$ cat src/tle_pkg.sv
// ----------------------------------------------------------------------------
// tle_pkg: shared types and constants for the terminal line editor
// Command codes, configuration bundle, queue word and byte constants.
// ----------------------------------------------------------------------------
`timescale 1ns / 1ps

package tle_pkg;

    // Line store geometry
    localparam int MAX_LINE = 64;
    localparam int LEN_W    = $clog2(MAX_LINE + 1);
    localparam int ADDR_W   = $clog2(MAX_LINE);

    // Longest echo run produced by one key (word erase with two digits)
    localparam int SEQ_MAX  = 8;
    localparam int SEQ_IW   = $clog2(SEQ_MAX);
    localparam int SEQ_CW   = $clog2(SEQ_MAX + 1);

    // Configuration port
    localparam int PADDR_W  = 5;
    localparam int PDATA_W  = 32;

    typedef enum logic [2:0] {
        REG_ERASE  = 3'd0,
        REG_KILL   = 3'd1,
        REG_WERASE = 3'd2,
        REG_END    = 3'd3,
        REG_WIDTH  = 3'd4
    } reg_idx_t;

    // Reset values of the configuration registers
    localparam logic [7:0]       ERASE_RST  = 8'd127;
    localparam logic [7:0]       KILL_RST   = 8'd21;
    localparam logic [7:0]       WERASE_RST = 8'd23;
    localparam logic [7:0]       END_RST    = 8'd4;
    localparam logic [LEN_W-1:0] WIDTH_RST  = LEN_W'(40);

    // Byte constants
    localparam logic [7:0] CH_ESC   = 8'h1B;
    localparam logic [7:0] CH_BEL   = 8'h07;
    localparam logic [7:0] CH_LF    = 8'h0A;
    localparam logic [7:0] CH_CR    = 8'h0D;
    localparam logic [7:0] CH_SPACE = 8'h20;
    localparam logic [7:0] CH_TILDE = 8'h7E;
    localparam logic [7:0] CH_LBRK  = 8'h5B;
    localparam logic [7:0] CH_D     = 8'h44;
    localparam logic [7:0] CH_K     = 8'h4B;
    localparam logic [7:0] CH_2     = 8'h32;
    localparam logic [7:0] CH_0     = 8'h30;
    localparam logic [7:0] CH_NUL   = 8'h00;

    // Key classes decided by the front end
    typedef enum logic [2:0] {
        CMD_PRINT  = 3'd0,
        CMD_ERASE  = 3'd1,
        CMD_KILL   = 3'd2,
        CMD_WERASE = 3'd3,
        CMD_END    = 3'd4,
        CMD_BELL   = 3'd5
    } cmd_t;

    typedef struct packed {
        cmd_t       cmd;
        logic [7:0] key;
    } cmd_word_t;

    typedef struct packed {
        logic [7:0]       erase_char;
        logic [7:0]       kill_char;
        logic [7:0]       word_erase_char;
        logic [7:0]       end_char;
        logic [LEN_W-1:0] line_width;
    } cfg_t;

endpackage

$ cat src/tle_cfg.sv
// ----------------------------------------------------------------------------
// tle_cfg: configuration register file
// APB-style write/read access to the editing codes and the line width.
// ----------------------------------------------------------------------------
`timescale 1ns / 1ps

module tle_cfg (
    input  logic                         clk,
    input  logic                         rst_n,
    input  logic                         psel,
    input  logic                         penable,
    input  logic                         pwrite,
    input  logic [tle_pkg::PADDR_W-1:0]  paddr,
    input  logic [tle_pkg::PDATA_W-1:0]  pwdata,
    output logic [tle_pkg::PDATA_W-1:0]  prdata,
    output logic                         pready,
    output tle_pkg::cfg_t                cfg
);
    import tle_pkg::*;

    cfg_t       cfg_reg;
    logic       wr_en;
    logic [2:0] reg_sel;

    assign pready  = 1'b1;
    assign wr_en   = psel & penable & pwrite & pready;
    assign reg_sel = paddr[4:2];
    assign cfg     = cfg_reg;

    // Register writes
    always_ff @(posedge clk or negedge rst_n)
    begin
        if (!rst_n)
        begin
            cfg_reg.erase_char      <= ERASE_RST;
            cfg_reg.kill_char       <= KILL_RST;
            cfg_reg.word_erase_char <= WERASE_RST;
            cfg_reg.end_char        <= END_RST;
            cfg_reg.line_width      <= WIDTH_RST;
        end
        else if (wr_en)
        begin
            unique case (reg_sel)
                REG_ERASE:  cfg_reg.erase_char      <= pwdata[7:0];
                REG_KILL:   cfg_reg.kill_char       <= pwdata[7:0];
                REG_WERASE: cfg_reg.word_erase_char <= pwdata[7:0];
                REG_END:    cfg_reg.end_char        <= pwdata[7:0];
                REG_WIDTH:  cfg_reg.line_width      <= pwdata[LEN_W-1:0];
                default:    ;
            endcase
        end
    end

    // Read mux
    always_comb
    begin
        prdata = '0;
        unique case (reg_sel)
            REG_ERASE:  prdata = PDATA_W'(cfg_reg.erase_char);
            REG_KILL:   prdata = PDATA_W'(cfg_reg.kill_char);
            REG_WERASE: prdata = PDATA_W'(cfg_reg.word_erase_char);
            REG_END:    prdata = PDATA_W'(cfg_reg.end_char);
            REG_WIDTH:  prdata = PDATA_W'(cfg_reg.line_width);
            default:    prdata = '0;
        endcase
    end

endmodule

$ cat src/tle_front.sv
// ----------------------------------------------------------------------------
// tle_front: key classifier and command queue
// Sorts each incoming key into a command class and buffers it in a
// two-entry queue toward the back end.
// ----------------------------------------------------------------------------
`timescale 1ns / 1ps

module tle_front (
    input  logic                clk,
    input  logic                rst_n,
    input  tle_pkg::cfg_t       cfg,
    input  logic                s_tvalid,
    output logic                s_tready,
    input  logic [7:0]          s_tdata,    // [7:0] key_byte
    output logic                q_valid,
    input  logic                q_pop,
    output tle_pkg::cmd_word_t  q_word
);
    import tle_pkg::*;

    cmd_word_t  q_mem_reg [2];
    logic       wr_ptr_reg;
    logic       rd_ptr_reg;
    logic [1:0] count_reg;
    logic       push;
    logic       pop;
    cmd_word_t  in_word;

    // Classification: printable text first, then erase, kill, word erase, end
    always_comb
    begin
        in_word.key = s_tdata;
        if (s_tdata >= CH_SPACE && s_tdata <= CH_TILDE)
            in_word.cmd = CMD_PRINT;
        else if (s_tdata == cfg.erase_char)
            in_word.cmd = CMD_ERASE;
        else if (s_tdata == cfg.kill_char)
            in_word.cmd = CMD_KILL;
        else if (s_tdata == cfg.word_erase_char)
            in_word.cmd = CMD_WERASE;
        else if (s_tdata == cfg.end_char)
            in_word.cmd = CMD_END;
        else
            in_word.cmd = CMD_BELL;
    end

    assign s_tready = (count_reg != 2'd2);
    assign q_valid  = (count_reg != 2'd0);
    assign q_word   = q_mem_reg[rd_ptr_reg];
    assign push     = s_tvalid & s_tready;
    assign pop      = q_pop & q_valid;

    // Queue storage
    always_ff @(posedge clk)
    begin
        if (push)
            q_mem_reg[wr_ptr_reg] <= in_word;
    end

    // Queue pointers
    always_ff @(posedge clk or negedge rst_n)
    begin
        if (!rst_n)
        begin
            wr_ptr_reg <= 1'b0;
            rd_ptr_reg <= 1'b0;
            count_reg  <= 2'd0;
        end
        else
        begin
            if (push)
                wr_ptr_reg <= ~wr_ptr_reg;
            if (pop)
                rd_ptr_reg <= ~rd_ptr_reg;
            if (push && !pop)
                count_reg <= count_reg + 2'd1;
            else if (pop && !push)
                count_reg <= count_reg - 2'd1;
        end
    end

endmodule

$ cat src/tle_back.sv
// ----------------------------------------------------------------------------
// tle_back: line store and command execution
// Holds the line in a 64-byte store, scans it for word erase, builds the
// echo run for each command and streams it out through an output register.
// ----------------------------------------------------------------------------
`timescale 1ns / 1ps

module tle_back (
    input  logic                clk,
    input  logic                rst_n,
    input  tle_pkg::cfg_t       cfg,
    input  logic                q_valid,
    output logic                q_pop,
    input  tle_pkg::cmd_word_t  q_word,
    output logic                m_tvalid,
    input  logic                m_tready,
    output logic [7:0]          m_tdata,    // [7:0] echo_byte
    output logic                m_tlast,    // last_of_run
    output logic                m_tuser     // [0] quit
);
    import tle_pkg::*;

    typedef enum logic [3:0] {
        ST_IDLE = 4'b0001,
        ST_SCAN = 4'b0010,
        ST_LOAD = 4'b0100,
        ST_EMIT = 4'b1000
    } state_t;

    // Split a count of at most 64 into tens and ones; v*13/128 gives v/10 here
    function automatic logic [7:0] dec_split(input logic [LEN_W-1:0] v);
        logic [10:0]      prod;
        logic [3:0]       tens;
        logic [LEN_W-1:0] ones;
        prod = 11'(v) * 11'd13;
        tens = prod[10:7];
        ones = v - LEN_W'({tens, 3'b000} + {tens, 1'b0});
        return {tens, ones[3:0]};
    endfunction

    state_t           state_reg, state_next;
    cmd_word_t        cmd_reg, cmd_next;
    logic [LEN_W-1:0] len_reg, len_next;
    logic [LEN_W-1:0] issue_reg, issue_next;
    logic             pend_valid_reg, pend_valid_next;
    logic [ADDR_W-1:0] pend_idx_reg, pend_idx_next;
    logic             prev_space_reg, prev_space_next;
    logic [LEN_W-1:0] start_reg, start_next;
    logic [7:0]       seq_reg [SEQ_MAX];
    logic [7:0]       seq_next [SEQ_MAX];
    logic [SEQ_CW-1:0] cnt_reg, cnt_next;
    logic [SEQ_IW-1:0] idx_reg, idx_next;
    logic             quit_reg, quit_next;
    logic             out_valid_reg, out_valid_next;
    logic [7:0]       out_data_reg, out_data_next;
    logic             out_last_reg, out_last_next;
    logic             out_user_reg, out_user_next;

    // Line store
    logic [7:0]        mem [MAX_LINE];
    logic [7:0]        rd_data_reg;
    logic [ADDR_W-1:0] rd_addr;
    logic              mem_we;
    logic [ADDR_W-1:0] wr_addr;

    logic [LEN_W-1:0]  width_eff;
    logic [LEN_W-1:0]  erased;
    logic [7:0]        digits;
    logic              is_space;
    logic              out_free;
    logic              run_last;

    assign m_tvalid = out_valid_reg;
    assign m_tdata  = out_data_reg;
    assign m_tlast  = out_last_reg;
    assign m_tuser  = out_user_reg;

    // Width clamped to 1..MAX_LINE
    always_comb
    begin
        if (cfg.line_width == '0)
            width_eff = LEN_W'(1);
        else if (cfg.line_width > LEN_W'(MAX_LINE))
            width_eff = LEN_W'(MAX_LINE);
        else
            width_eff = cfg.line_width;
    end

    assign erased   = len_reg - start_reg;
    assign digits   = dec_split(erased);
    assign is_space = (rd_data_reg == CH_SPACE);
    assign out_free = !out_valid_reg || m_tready;
    assign run_last = ({1'b0, idx_reg} == SEQ_CW'(cnt_reg - SEQ_CW'(1)));

    always_ff @(posedge clk)
    begin
        if (mem_we)
            mem[wr_addr] <= cmd_reg.key;
        rd_data_reg <= mem[rd_addr];
    end

    // Sequencer
    always_comb
    begin
        state_next      = state_reg;
        cmd_next        = cmd_reg;
        len_next        = len_reg;
        issue_next      = issue_reg;
        pend_valid_next = 1'b0;
        pend_idx_next   = pend_idx_reg;
        prev_space_next = prev_space_reg;
        start_next      = start_reg;
        cnt_next        = cnt_reg;
        idx_next        = idx_reg;
        quit_next       = quit_reg;
        for (int i = 0; i < SEQ_MAX; i++)
            seq_next[i] = seq_reg[i];
        out_valid_next  = out_valid_reg && !m_tready;
        out_data_next   = out_data_reg;
        out_last_next   = out_last_reg;
        out_user_next   = out_user_reg;
        q_pop           = 1'b0;
        rd_addr         = issue_reg[ADDR_W-1:0];
        mem_we          = 1'b0;
        wr_addr         = len_reg[ADDR_W-1:0];

        unique case (state_reg)
            ST_IDLE:
            begin
                issue_next      = '0;
                prev_space_next = 1'b1;
                start_next      = '0;
                if (q_valid)
                begin
                    q_pop      = 1'b1;
                    cmd_next   = q_word;
                    state_next = (q_word.cmd == CMD_WERASE) ? ST_SCAN : ST_LOAD;
                end
            end

            // Read one entry per cycle; its data returns in the next cycle
            ST_SCAN:
            begin
                if (issue_reg < len_reg)
                begin
                    issue_next      = issue_reg + LEN_W'(1);
                    pend_valid_next = 1'b1;
                    pend_idx_next   = issue_reg[ADDR_W-1:0];
                end
                if (pend_valid_reg)
                begin
                    if (!is_space && prev_space_reg)
                        start_next = LEN_W'(pend_idx_reg);
                    prev_space_next = is_space;
                end
                if (issue_reg == len_reg && !pend_valid_reg)
                    state_next = ST_LOAD;
            end

            // Carry out the command and build its echo run
            ST_LOAD:
            begin
                quit_next = 1'b0;
                cnt_next  = '0;
                idx_next  = '0;
                case (cmd_reg.cmd)
                    CMD_PRINT:
                    begin
                        mem_we = 1'b1;
                        if (len_reg >= width_eff)
                        begin
                            wr_addr     = '0;
                            len_next    = LEN_W'(1);
                            seq_next[0] = CH_LF;
                            seq_next[1] = cmd_reg.key;
                            cnt_next    = SEQ_CW'(2);
                        end
                        else
                        begin
                            len_next    = len_reg + LEN_W'(1);
                            seq_next[0] = cmd_reg.key;
                            cnt_next    = SEQ_CW'(1);
                        end
                    end
                    CMD_ERASE:
                    begin
                        if (len_reg != '0)
                        begin
                            len_next    = len_reg - LEN_W'(1);
                            seq_next[0] = CH_ESC;
                            seq_next[1] = CH_LBRK;
                            seq_next[2] = CH_D;
                            seq_next[3] = CH_ESC;
                            seq_next[4] = CH_LBRK;
                            seq_next[5] = CH_K;
                            cnt_next    = SEQ_CW'(6);
                        end
                    end
                    CMD_KILL:
                    begin
                        len_next    = '0;
                        seq_next[0] = CH_ESC;
                        seq_next[1] = CH_LBRK;
                        seq_next[2] = CH_2;
                        seq_next[3] = CH_K;
                        seq_next[4] = CH_CR;
                        cnt_next    = SEQ_CW'(5);
                    end
                    CMD_WERASE:
                    begin
                        len_next    = start_reg;
                        seq_next[0] = CH_ESC;
                        seq_next[1] = CH_LBRK;
                        if (digits[7:4] != 4'd0)
                        begin
                            seq_next[2] = CH_0 + {4'd0, digits[7:4]};
                            seq_next[3] = CH_0 + {4'd0, digits[3:0]};
                            seq_next[4] = CH_D;
                            seq_next[5] = CH_ESC;
                            seq_next[6] = CH_LBRK;
                            seq_next[7] = CH_K;
                            cnt_next    = SEQ_CW'(8);
                        end
                        else
                        begin
                            seq_next[2] = CH_0 + {4'd0, digits[3:0]};
                            seq_next[3] = CH_D;
                            seq_next[4] = CH_ESC;
                            seq_next[5] = CH_LBRK;
                            seq_next[6] = CH_K;
                            cnt_next    = SEQ_CW'(7);
                        end
                    end
                    CMD_END:
                    begin
                        if (len_reg == '0)
                        begin
                            seq_next[0] = CH_NUL;
                            quit_next   = 1'b1;
                            cnt_next    = SEQ_CW'(1);
                        end
                    end
                    default:
                    begin
                        seq_next[0] = CH_BEL;
                        cnt_next    = SEQ_CW'(1);
                    end
                endcase
                state_next = (cnt_next == '0) ? ST_IDLE : ST_EMIT;
            end

            // One word per free output slot
            ST_EMIT:
            begin
                if (out_free)
                begin
                    out_valid_next = 1'b1;
                    out_data_next  = seq_reg[idx_reg];
                    out_last_next  = run_last;
                    out_user_next  = quit_reg;
                    idx_next       = idx_reg + SEQ_IW'(1);
                    if (run_last)
                        state_next = ST_IDLE;
                end
            end

            default: state_next = ST_IDLE;
        endcase
    end

    // Control registers
    always_ff @(posedge clk or negedge rst_n)
    begin
        if (!rst_n)
        begin
            state_reg      <= ST_IDLE;
            len_reg        <= '0;
            pend_valid_reg <= 1'b0;
            out_valid_reg  <= 1'b0;
        end
        else
        begin
            state_reg      <= state_next;
            len_reg        <= len_next;
            pend_valid_reg <= pend_valid_next;
            out_valid_reg  <= out_valid_next;
        end
    end

    // Working and payload registers
    always_ff @(posedge clk)
    begin
        cmd_reg        <= cmd_next;
        issue_reg      <= issue_next;
        pend_idx_reg   <= pend_idx_next;
        prev_space_reg <= prev_space_next;
        start_reg      <= start_next;
        cnt_reg        <= cnt_next;
        idx_reg        <= idx_next;
        quit_reg       <= quit_next;
        out_data_reg   <= out_data_next;
        out_last_reg   <= out_last_next;
        out_user_reg   <= out_user_next;
        for (int i = 0; i < SEQ_MAX; i++)
            seq_reg[i] <= seq_next[i];
    end

endmodule

$ cat src/terminal_line_editor.sv
// A key is queued by the front end, popped in ST_IDLE and carried out in
// ST_LOAD, which builds its echo run; ST_EMIT registers the words. Word erase
// first scans the line store in ST_SCAN, one entry per cycle. The next key is
// popped only after a run's last word is registered; a run has up to 8 words.
// Reset (rst_n, asynchronous): empty line, queue and output cleared, registers
// at their defaults; the line store itself is not cleared.
// ----------------------------------------------------------------------------
// terminal_line_editor: canonical-mode line editor
// Front end classifies keys into a small queue; back end edits the line and
// streams the echo bytes.
// ----------------------------------------------------------------------------
`timescale 1ns / 1ps

module terminal_line_editor (
    input  logic                         clk,
    input  logic                         rst_n,
    input  logic                         psel,
    input  logic                         penable,
    input  logic                         pwrite,
    input  logic [tle_pkg::PADDR_W-1:0]  paddr,
    input  logic [tle_pkg::PDATA_W-1:0]  pwdata,
    output logic [tle_pkg::PDATA_W-1:0]  prdata,
    output logic                         pready,
    input  logic                         s_tvalid,
    output logic                         s_tready,
    input  logic [7:0]                   s_tdata,   // [7:0] key_byte
    output logic                         m_tvalid,
    input  logic                         m_tready,
    output logic [7:0]                   m_tdata,   // [7:0] echo_byte
    output logic                         m_tlast,   // last_of_run
    output logic                         m_tuser    // [0] quit
);
    import tle_pkg::*;

    cfg_t      cfg;
    logic      q_valid;
    logic      q_pop;
    cmd_word_t q_word;

    tle_cfg u_cfg (
        .clk     (clk),
        .rst_n   (rst_n),
        .psel    (psel),
        .penable (penable),
        .pwrite  (pwrite),
        .paddr   (paddr),
        .pwdata  (pwdata),
        .prdata  (prdata),
        .pready  (pready),
        .cfg     (cfg)
    );

    tle_front u_front (
        .clk      (clk),
        .rst_n    (rst_n),
        .cfg      (cfg),
        .s_tvalid (s_tvalid),
        .s_tready (s_tready),
        .s_tdata  (s_tdata),
        .q_valid  (q_valid),
        .q_pop    (q_pop),
        .q_word   (q_word)
    );

    tle_back u_back (
        .clk      (clk),
        .rst_n    (rst_n),
        .cfg      (cfg),
        .q_valid  (q_valid),
        .q_pop    (q_pop),
        .q_word   (q_word),
        .m_tvalid (m_tvalid),
        .m_tready (m_tready),
        .m_tdata  (m_tdata),
        .m_tlast  (m_tlast),
        .m_tuser  (m_tuser)
    );

endmodule
$ cat config.mk
export PLATFORM = sky130hd
export DESIGN_NAME = terminal_line_editor
export DESIGN_NICKNAME = d
export VERILOG_FILES = /design/src/tle_pkg.sv /design/src/tle_cfg.sv /design/src/tle_front.sv /design/src/tle_back.sv /design/src/terminal_line_editor.sv
export SDC_FILE = /design/constraint.sdc
export NUM_CORES = 1
export LEC_CHECK = 0
export ABC_AREA = 1
export ABC_CLOCK_PERIOD_IN_PS = 5700
export BUFFER_PORTS_ARGS = -buffer_cell sky130_fd_sc_hd__buf_2
export CAP_MARGIN = 20
export CORE_ASPECT_RATIO = 0.75
export CORE_MARGIN = 2
export CORE_UTILIZATION = 37
export DETAILED_ROUTE_END_ITERATION = 16
export SYNTH_ARGS = -nofsm -noshare
export SYNTH_HDL_FRONTEND = slang
export SYNTH_SLANG_ARGS = --single-unit
$ cat constraint.sdc
create_clock -name clk -period 5.7 [get_ports clk]
set_input_delay 0.57 -clock clk [delete_from_list [all_inputs] [get_ports clk]]
set_output_delay 0.57 -clock clk [all_outputs]
set_load 0.03 [all_outputs]
Word level (Yosys, flattened, before mapping)
Memory sizes are Yosys's and may differ from the RTL's. A register that Yosys moved wholly into a read port is not among the register bits.
Index checks and enable logic that the tools add are counted.
{"block": "op_classes", "addsub": 12, "multipliers": 1, "div_mod_pow": 0, "magnitude_cmp": 5, "n_eq_ne": 47, "n_shift": 0, "n_mux": 63, "bitwise_logic": 6, "n_reduce_logical": 46}
{"cell": "case mux 24 bit (3 select lines)", "n": 1}
{"cell": "two-way mux 64 bit", "n": 1}
{"cell": "two-way mux 7 bit", "n": 7}
{"cell": "two-way mux 48 bit", "n": 1}
{"cell": "two-way mux 40 bit", "n": 1}
{"cell": "case mux 8 bit (5 select lines)", "n": 1}
{"cell": "equality test 8 bit", "n": 4}
{"cell": "two-way mux 8 bit", "n": 4}
{"cell": "case mux 8 bit (4 select lines)", "n": 1}
{"cell": "two-way mux 4 bit", "n": 7}
{"cell": "case mux 7 bit (2 select lines)", "n": 2}
{"cell": "case mux 7 bit (4 select lines)", "n": 1}
{"cell": "inequality test 3 bit, second input constant", "n": 8}
{"cell": "case mux 8 bit (3 select lines)", "n": 1}
{"cell": "AND reduction 2 bit", "n": 12}
{"cell": "two-way mux 3 bit", "n": 7}
{"cell": "case mux 4 bit (5 select lines)", "n": 1}
{"cell": "two-way mux 6 bit", "n": 3}
{"cell": "AND reduction 3 bit", "n": 6}
{"cell": "two-way mux 1 bit", "n": 16}
{"cell": "two-way mux 16 bit", "n": 1}
{"cell": "case mux 4 bit (4 select lines)", "n": 1}
{"cell": "case mux 8 bit (2 select lines)", "n": 1}
{"cell": "equality test 3 x 2 -> 1 bit, second input constant", "n": 5}
{"cell": "other kinds (45)", "n": 87}
{"block": "word_totals", "regBits": 98, "latchBits": 0, "ramBits": 598, "rom_bits": 0, "out_inout_bits": 45, "memories": 3}
{"name": "u_back.mem", "words": 64, "width": 8, "rd": 1, "rd_clocked_by_memory_dff": 1, "wr": 1, "line_no": "tle_back.sv:60", "text": "logic [7:0] mem [MAX_LINE];"}
{"name": "u_back.seq_reg", "words": 8, "width": 8, "rd": 1, "rd_clocked_by_memory_dff": 1, "wr": 8, "line_no": "tle_back.sv:49", "text": "logic [7:0] seq_reg [SEQ_MAX];"}
{"name": "u_front.q_mem_reg", "words": 2, "width": 11, "rd": 1, "rd_clocked_by_memory_dff": 0, "wr": 1, "line_no": "tle_front.sv:21", "text": "cmd_word_t q_mem_reg [2];"}

Depth between registers and ports, before layout
Gate-level depths: netlist of the first run.
{"block": "depth", "ltp_word": 10, "depth_mapped": 31}

Modules after synthesis
Synthesis of the first run repeated with hierarchy kept, for this count alone.
{"block": "hier_totals", "hier_cells": 2679, "area_unflattened_um2": 30456.7}
{"module": "tle_back", "instances": 1, "cells_each": 2199, "area_per_inst_um2": 26630.5, "seq_area_each_um2": 18383.9}
{"module": "tle_cfg", "instances": 1, "cells_each": 277, "area_per_inst_um2": 2215.9, "seq_area_each_um2": 997.2}
{"module": "tle_front", "instances": 1, "cells_each": 203, "area_per_inst_um2": 1610.3, "seq_area_each_um2": 760.7}

Worst setup path after synthesis of the first run
No wires, ideal clock.
{"block": "synth_timing", "kind": "register to register", "start": "register u_back.len_reg[0]", "end": "memory u_back.seq_reg[3][3] (data pin)", "setup_time_ns": 0.263, "t_arrival_ns": 4.104, "t_required_ns": 5.437, "path_slack_ns": 1.333, "path_stages_with_launch": 31, "n_path_buf": 1, "path_cell_list": "dfrtp_1 -> buf_2 -> inv_2 -> ha_1 -> inv_1 -> fa_1 -> nand2_1 -> inv_1 -> nor2_1 -> o21bai_1 -> a21oi_1 -> nor2_1 -> nor2_1 -> xor2_1 -> fa_1 -> ha_1 -> nand2_1 -> nor2_1 -> nand3_1 -> nand2_1 -> xor2_2 -> ha_1 -> nand3_1 -> nand2_1 -> inv_1 -> nand3_1 -> nand2_1 -> nand2_1 -> nand2_1 -> nand2_1 -> nand2_1"}
{"element": "start, declared", "line_no": "tle_back.sv:43", "text": "logic [LEN_W-1:0] len_reg, len_next;"}
{"element": "start signal, assigned", "line_no": "tle_back.sv:284", "text": "len_reg <= len_next;"}
{"element": "end, declared", "line_no": "tle_back.sv:49"}

==> results of run 1 <==
stage by stage:
step	cell area (um2)	total power, W	cells	hold slack (ps)	util, %
6_report	32830	0.02110	3686	103.0	41.58
5_1_grt	32830	0.02274	3685	155.4	41.58
4_1_cts	32800	0.02111	3684	104.1	41.55
3_5_place_dp	30710	0.01681	3566	466.4	38.90
3_3_place_gp	30680	0.01664	3565	471.8	38.86
2_1_floorplan	29680	0.01396	2608	274.4	-
per-layer routing:
metal  GRT usage [%]  up-vias  wire length, um
li1                -     9177                -
met5               0        -               16
met3           3.281       95             5951
met4           3.969        2             1209
met1           27.38     9874            34870
met2           26.14      774            32580
power groups by stage:
stage	Combinational (W)	Clock (W)	Sequential, W
global placement	0.00964	0	0.00699
global route	0.0113	0.00455	0.00693
floorplan	0.00690	0	0.00706
finish	0.00994	0.00427	0.00689
detailed placement	0.00983	0	0.00699
CTS	0.00987	0.00435	0.00689
final cells by class:
type                            instances  area (um2)
Fill cell                            7345       46120
Antenna cell                            1       2.502
Clock buffer                           96        1869
Tap cell                             1046        1309
Timing Repair Buffer                   70       465.4
Sequential cell                       682       20140
Clock inverter                         22       221.5
Multi-Input combinational cell       1616        8240
Inverter                              153       581.8
placed cells by master, fill, tap and decap left out, types with 8 or more instances in the layout:
cell type,count
buf_2,45
clkinv_1,19
a21oi_1,66
nand4_1,20
clkbuf_16,70
nand3_1,109
edfxtp_1,618
nor2_1,437
dfstp_2,18
inv_1,138
dfrtp_1,38
clkbuf_1,24
nor3_1,10
o22ai_1,73
o21ai_0,336
xor2_1,32
o211ai_1,33
nand2_1,307
or2_2,10
dfxtp_1,8
conb_1,25
o221ai_1,32
ha_1,45
buf_4,22
worst max path at each step:
| stage | from | endpoint | depth (start not counted) | slack, ps |
|---|---|---|---|---|
| finish | u_back.len_reg[0] | u_back.seq_reg[3][3] | 29 | 710 |
| global route | u_back.len_reg[0] | u_back.seq_reg[3][3] | 29 | 290 |
| CTS | u_back.len_reg[0] | u_back.seq_reg[3][3] | 29 | 730 |
| detailed placement | u_back.len_reg[0] | u_back.seq_reg[3][3] | 29 | 740 |
| global placement | u_back.len_reg[0] | u_back.seq_reg[3][3] | 29 | 740 |
| floorplan | u_back.len_reg[0] | u_back.seq_reg[3][3] | 30 | 1330 |
cells by family after synthesis:
| group | Yosys count | share of synthesized area, % |
|---|---|---|
| AO/OA/AOI/OAI | 581 | 11.19 |
| XOR/XNOR | 40 | 1.209 |
| adder cells (fa/ha/maj) | 49 | 2.173 |
| buffers and inverters | 310 | 4.435 |
| flip-flops | 682 | 68.06 |
| other | 2 | 0.02538 |
| AND/OR/NAND/NOR | 921 | 12.92 |
worst max-delay path: cells and delay by family, from the launching register on:
| family | cells | cell delay (ps) |
|---|---|---|
| AO/OA/AOI/OAI | 2 | 240 |
| XOR/XNOR | 2 | 550 |
| adder cells (fa/ha/maj) | 5 | 1590 |
| buffers and inverters | 4 | 440 |
| flip-flops | 1 | 550 |
| AND/OR/NAND/NOR | 16 | 1370 |
==> metrics.md, run 1 <==
| Metric | Value |
|---|---|
| IR drop worst, VDD | `0.001047 V` |
| Via count | `19920` |
| PortBufs | `45` |
| Final setup violation count | `0` |
| PD cells | `642.8 nW/um2` |
| Floorplan row count | `89` |
| CTS clk-pin slew, worst paths | `60 ps` |
| Worst-path maximum fanout | `12` |
| Root buffer cell | `clkbuf_16` |
| Area Overhead vs Synth | `10.93%` |
| Achievable Freq | `0.2005 GHz` |
| Setup Fix Bufs, Post-CTS | `0` |
| Top-count cell post-synth | `edfxtp_1` |
| Number of routed nets with antenna violations | `0` |
| Setup WS post-layout | `711.7 ps` |
| Top post-synthesis cells by count | `618 x edfxtp_1, 438 x nor2_1, 336 x o21ai_0, 307 x nand2_1, 138 x inv_1` |
| Clock buffer depth | `3` |
| Core area | `78950 um2` |
| Min-Delay Path Class | `in2async` |
| Clock power frac | `20.2%` |
| Number of max-cap violations | `0` |
| Reg2Reg Launch Point | `u_back.len_reg[0]` |
| Clock Sinks | `682` |
| Clk_lat worst skew | `620 ps` |
| R2r endpoint | `u_back.seq_reg[3][3]` |
| Crit path required time | `6030 ps` |
| Synth area leaders | `edfxtp_1 63%, o21ai_0 5.7%, nor2_1 5.6%` |
| Endpoint class of the critical path | `flop` |
| Hold-fix buffers, CTS | `0` |
| Gr usage total | `17.85%` |
| Layout Skew | `27.90 ps` |
| Ys async rst share | `8.211%` |
| Initial antenna violation count | `2` |
| Area fraction of the dominant cell type after synthesis | `62.70%` |
| Slew headroom | `22.35%` |
| RSZ-0062 raised after global routing | `false` |
| Die Footprint | `82290 um2` |
| Startpoint types | `flop` |
| Gpl congestion | `0.8759` |
| Die height | `248.9 um` |
| CTS H-tree lvls | `3` |
| Gate power share | `47.1%` |
| TNS Setup | `0 ps` |
| Tmin final | `4988 ps` |
| CTS buffer count | `69` |
| Detail Placement HPWL | `45.44 mm` |
| Worst slack at placement | `743.2 ps` |
| Switch share | `43.30%` |
| Main synth FF type | `edfxtp_1` |
| Number of synthesized flops with an enable pin | `618` |
| Mean post-synth cell area | `11.45 um2` |
| I/O Pins | `97` |
| Synth Instances | `2585` |
| Sequential power share | `32.7%` |
| Final Cycle Share | `87.51%` |
| CP max stage cell | `dfrtp_1` |
| LEAKAGE | `11.54 nW` |
| Critical path type | `reg2reg` |
| Cell mode on critical path | `nand2_1` |
| Drt via density | `5.405` |
| Final hold vios | `0` |
| Ys Warns | `0` |
| Global-route wire length before repair | `113.6 mm` |
| R2R depth | `29` |
| Layout cell share with drive strength beyond 1 | `8.033%` |
| Max reg flops | `512` |
| DR DRC count | `0` |
| Sw Pwr | `0.009139 W` |
| Pin count of the biggest net entering global routing | `186` |
| Run status | `finished, final reports clean` |
| DRT Pass-1 Iters | `5` |
| Number of global-route vias before repair | `18730` |
| Chip Width | `330.6 um` |
| # resized after CTS | `0` |
| Worst path max stage delay | `550 ps` |
| Syn Std Cell Area | `29600 um2` |
| Iteration-0 DRC count of the detailed router | `2152` |
| Synthesized flop and latch total | `682` |
| Yosys cell types | `53` |
| Layout Nets | `2693` |
| Grt ovf | `0` |
| Initial Utilization | `37.49%` |
| Internal | `0.01197 W` |
| R2r setup slk | `710 ps` |
| Final wirelength | `74.63 mm` |
| WL/cell | `20.25 um` |
| Slew Viols, Final | `0` |
| Register area share after synthesis | `68.06%` |
| CTS tree | `done` |
| Area leader, netlist | `edfxtp_1` |
| WP data arrival | `5320 ps` |
| Slew @ Worst Pin | `1163 ps` |
(Power assumes the default switching activity.)
==> run 2: changes to the inputs <==
==> constraint.sdc (replaced) <==
create_clock -name clk -period 5.7 [get_ports clk]
set_input_delay 1.14 -clock clk [delete_from_list [all_inputs] [get_ports clk]]
set_output_delay 1.14 -clock clk [all_outputs]
set_load 0.03 [all_outputs]
==> run 2 against run 1 <==
Against the previous run:
- sequential cell count stayed put
- register-to-register slack got worse by 110 ps
- wire length decreased by 0.13%
- clock-buffer cell count fell by 2
- via count down 0.22%
- total power increased by 1.2%
- non-clock buffer count stayed put
- global-route usage up 0.084 points
- combinational power grew 0.5%
- critical path depth stayed put
- cell area increased by 0.47%
- die area did not move
- critical endpoint unchanged
- largest cell class unchanged
==> metrics.md, run 2 (synthesis results as in run 1) <==
| Metric | Value |
|---|---|
| Setup WS post-layout | `600.5 ps (-111.2 ps)` |
| Number of routed nets with antenna violations | `0 (unchanged)` |
| Worst Setup EP | `u_back.seq_reg[3][3]` |
| Reg2Reg Launch Point | `u_back.len_reg[0]` |
| CTS clk-pin slew, worst paths | `60 ps (about the same)` |
| Number of global-route vias before repair | `19000 (+1.4%)` |
| Critical path type | `reg2reg` |
| Crit path required time | `6040 ps (about the same)` |
| Global-route wire length before repair | `114.0 mm (+0.35%)` |
| Layout Nets | `2693 (unchanged)` |
| Floorplan row count | `89 (unchanged)` |
| Grt ovf | `0 (unchanged)` |
| Gpl congestion | `0.8614 (-1.7%)` |
| WP data arrival | `5440 ps (+120 ps)` |
| Filler instances | `7194 (-2.1%)` |
| Clk_lat worst skew | `620 ps (about the same)` |
| Final wirelength | `74.53 mm (-0.13%)` |
| RSZ-0062 raised after global routing | `false` |
| Crit path from | `u_back.len_reg[0]` |
| Setup Fix Bufs, Post-CTS | `0 (unchanged)` |
| Max reg flops | `512 (unchanged)` |
| R2r setup slk | `600 ps (-110 ps)` |
| Tmin final | `5100 ps (+111.2 ps)` |
| WL/cell | `20.16 um (-0.43%)` |
| R2R depth | `29 (unchanged)` |
| Slew Viols, Final | `0 (unchanged)` |
| Chip Width | `330.6 um (unchanged)` |
| Number of max-cap violations | `0 (unchanged)` |
| Met2 Use GR | `25.90% (-0.24 points)` |
| PortBufs | `45 (unchanged)` |
| Pin count of the biggest net entering global routing | `220 (+18%)` |
| Worst path max stage delay | `540 ps (about the same)` |
| Commonest cells after routing, fill and taps aside | `618 x edfxtp_1, 437 x nor2_1, 336 x o21ai_0` |
| Commonest non-fill, non-tap cell in the layout | `edfxtp_1` |
| Clock Sinks | `682 (unchanged)` |
| CP max stage cell | `dfrtp_1` |
| Hold-fix buffers, CTS | `0 (unchanged)` |
| Die height | `248.9 um (unchanged)` |
| Slew @ Worst Pin | `1092 ps (-71.59 ps)` |
| Layout cell share with drive strength beyond 1 | `8.796% (+0.76 points)` |
| TNS Setup | `0 ps (unchanged)` |
| Core area | `78950 um2 (unchanged)` |
| CTS H-tree lvls | `3 (unchanged)` |
| DRT Pass-1 Iters | `6 (+1)` |
| Gr usage total | `17.93% (+0.084 points)` |
| Initial Utilization | `37.49% (unchanged)` |
| Met1 GRT Util | `26.53% (-0.84 points)` |
| Achievable Freq | `0.1961 GHz (-2.2%)` |
| I/O Pins | `97 (unchanged)` |
| Detail Placement HPWL | `44.68 mm (-1.7%)` |
| Iteration-0 DRC count of the detailed router | `1915 (-11%)` |
| Min-delay src | `u_back.quit_reg` |
| Die Footprint | `82290 um2 (unchanged)` |
| Cell mode on critical path | `nand2_1` |
| CTS tree | `done` |
| Min-Delay Path Class | `reg2reg` |
| CTS buffer count | `69 (unchanged)` |
| Worst-path maximum fanout | `12 (unchanged)` |
| Final setup violation count | `0 (unchanged)` |
| Final Cycle Share | `89.47% (+2.0 points)` |
| Met3 GRT Util | `4.666% (+1.4 points)` |
| Most used routing layer | `met1` |
| PD cells | `647.4 nW/um2 (+0.71%)` |
| IR drop worst, VDD | `0.001172 V (+12%)` |
| Worst slack at placement | `704.6 ps (-38.64 ps)` |
| Area Overhead vs Synth | `11.45%` |
| Layout Skew | `29.28 ps (+1.380 ps)` |
| DR DRC count | `0 (unchanged)` |
| Root buffer cell | `clkbuf_16` |
| Via count | `19880 (-0.22%)` |
| Clock buffer depth | `3 (unchanged)` |
| Drt via density | `5.377 (-0.52%)` |
| R2r endpoint | `u_back.seq_reg[3][3]` |
| Initial antenna violation count | `3 (+1)` |
| Slew headroom | `26.59% (+4.2 points)` |
| Run status | `finished, final reports clean` |
| LEAKAGE | `11.63 nW (+0.75%)` |
| # resized after CTS | `0 (unchanged)` |
| Endpoint class of the critical path | `flop` |
| Startpoint types | `flop` |
| Final hold vios | `0 (unchanged)` |
==> run 2: cell types whose count changed in the layout (fill, tap and decap cells not counted), sizes merged <==
cell / delta
bufinv: +3
clkbuf: -2
clkinv: +4
clkinvlp: +4
diode: +1
inv: +1
==> run 2: how the worst min path moves through the flow <==
stage / end / cells past startpoint
detailed placement: u_back.m_tuser / 0
global route: u_back.m_tuser / 0
global placement: u_back.m_tuser / 0
finish: u_back.m_tuser / 0
CTS: u_back.m_tuser / 0
floorplan: u_back.m_tuser / 0
==> run 2: where the power goes <==
part | total, W | internal (W) | leakage (nW) | switching [W]
clock network | 0.00452 | 0.00261 | 1.09 | 0.00191
registers | 0.00685 | 0.00652 | 6.33 | 0.000326
logic | 0.00999 | 0.00303 | 4.21 | 0.00696
==> run 2: worst max-delay path, delay by kind of cell, from the launching register on <==
family | cells | cell delay [ps]
simple gates | 16 | 1400
xor+xnor | 2 | 570
compound gates | 2 | 250
flops | 1 | 540
fa+ha+maj | 5 | 1610
buf+inv | 4 | 450
==> run 2: routing by layer <==
metal  share of wire [%]  vias up
met3                 8.6      131
met1                  46     9811
met5               0.017        -
met4                 2.5        2
met2                  43      730
li1                    -     9204
==> run 2: layout make-up <==
| cell class | count | area (um2) | share of cell area (%) |
|---|---|---|---|
| inverters | 153 | 581.8 | 1.764 |
| repair buffers | 70 | 457.9 | 1.388 |
| well taps | 1046 | 1309 | 3.968 |
| clock buffers | 94 | 1924 | 5.834 |
| clock inverters | 34 | 325.3 | 0.9862 |
| diodes | 2 | 5.005 | 0.01517 |
| multi-input cells | 1616 | 8240 | 24.98 |
| flip-flops and latches | 682 | 20140 | 61.06 |
==> run 2: through the flow <==
step | utilization [%] | std cells | total power (W) | area [um2] | hold WS, ps
after floorplan | - | 2608 | 0.01396 | 29680 | 400.3
after global placement | 38.88 | 3565 | 0.01663 | 30700 | 468.1
after detailed placement | 38.88 | 3565 | 0.01679 | 30700 | 467.4
after CTS | 41.73 | 3693 | 0.02134 | 32950 | 473.9
after global routing | 41.77 | 3695 | 0.02299 | 32980 | 478.4
final | 41.78 | 3697 | 0.02135 | 32990 | 461.6
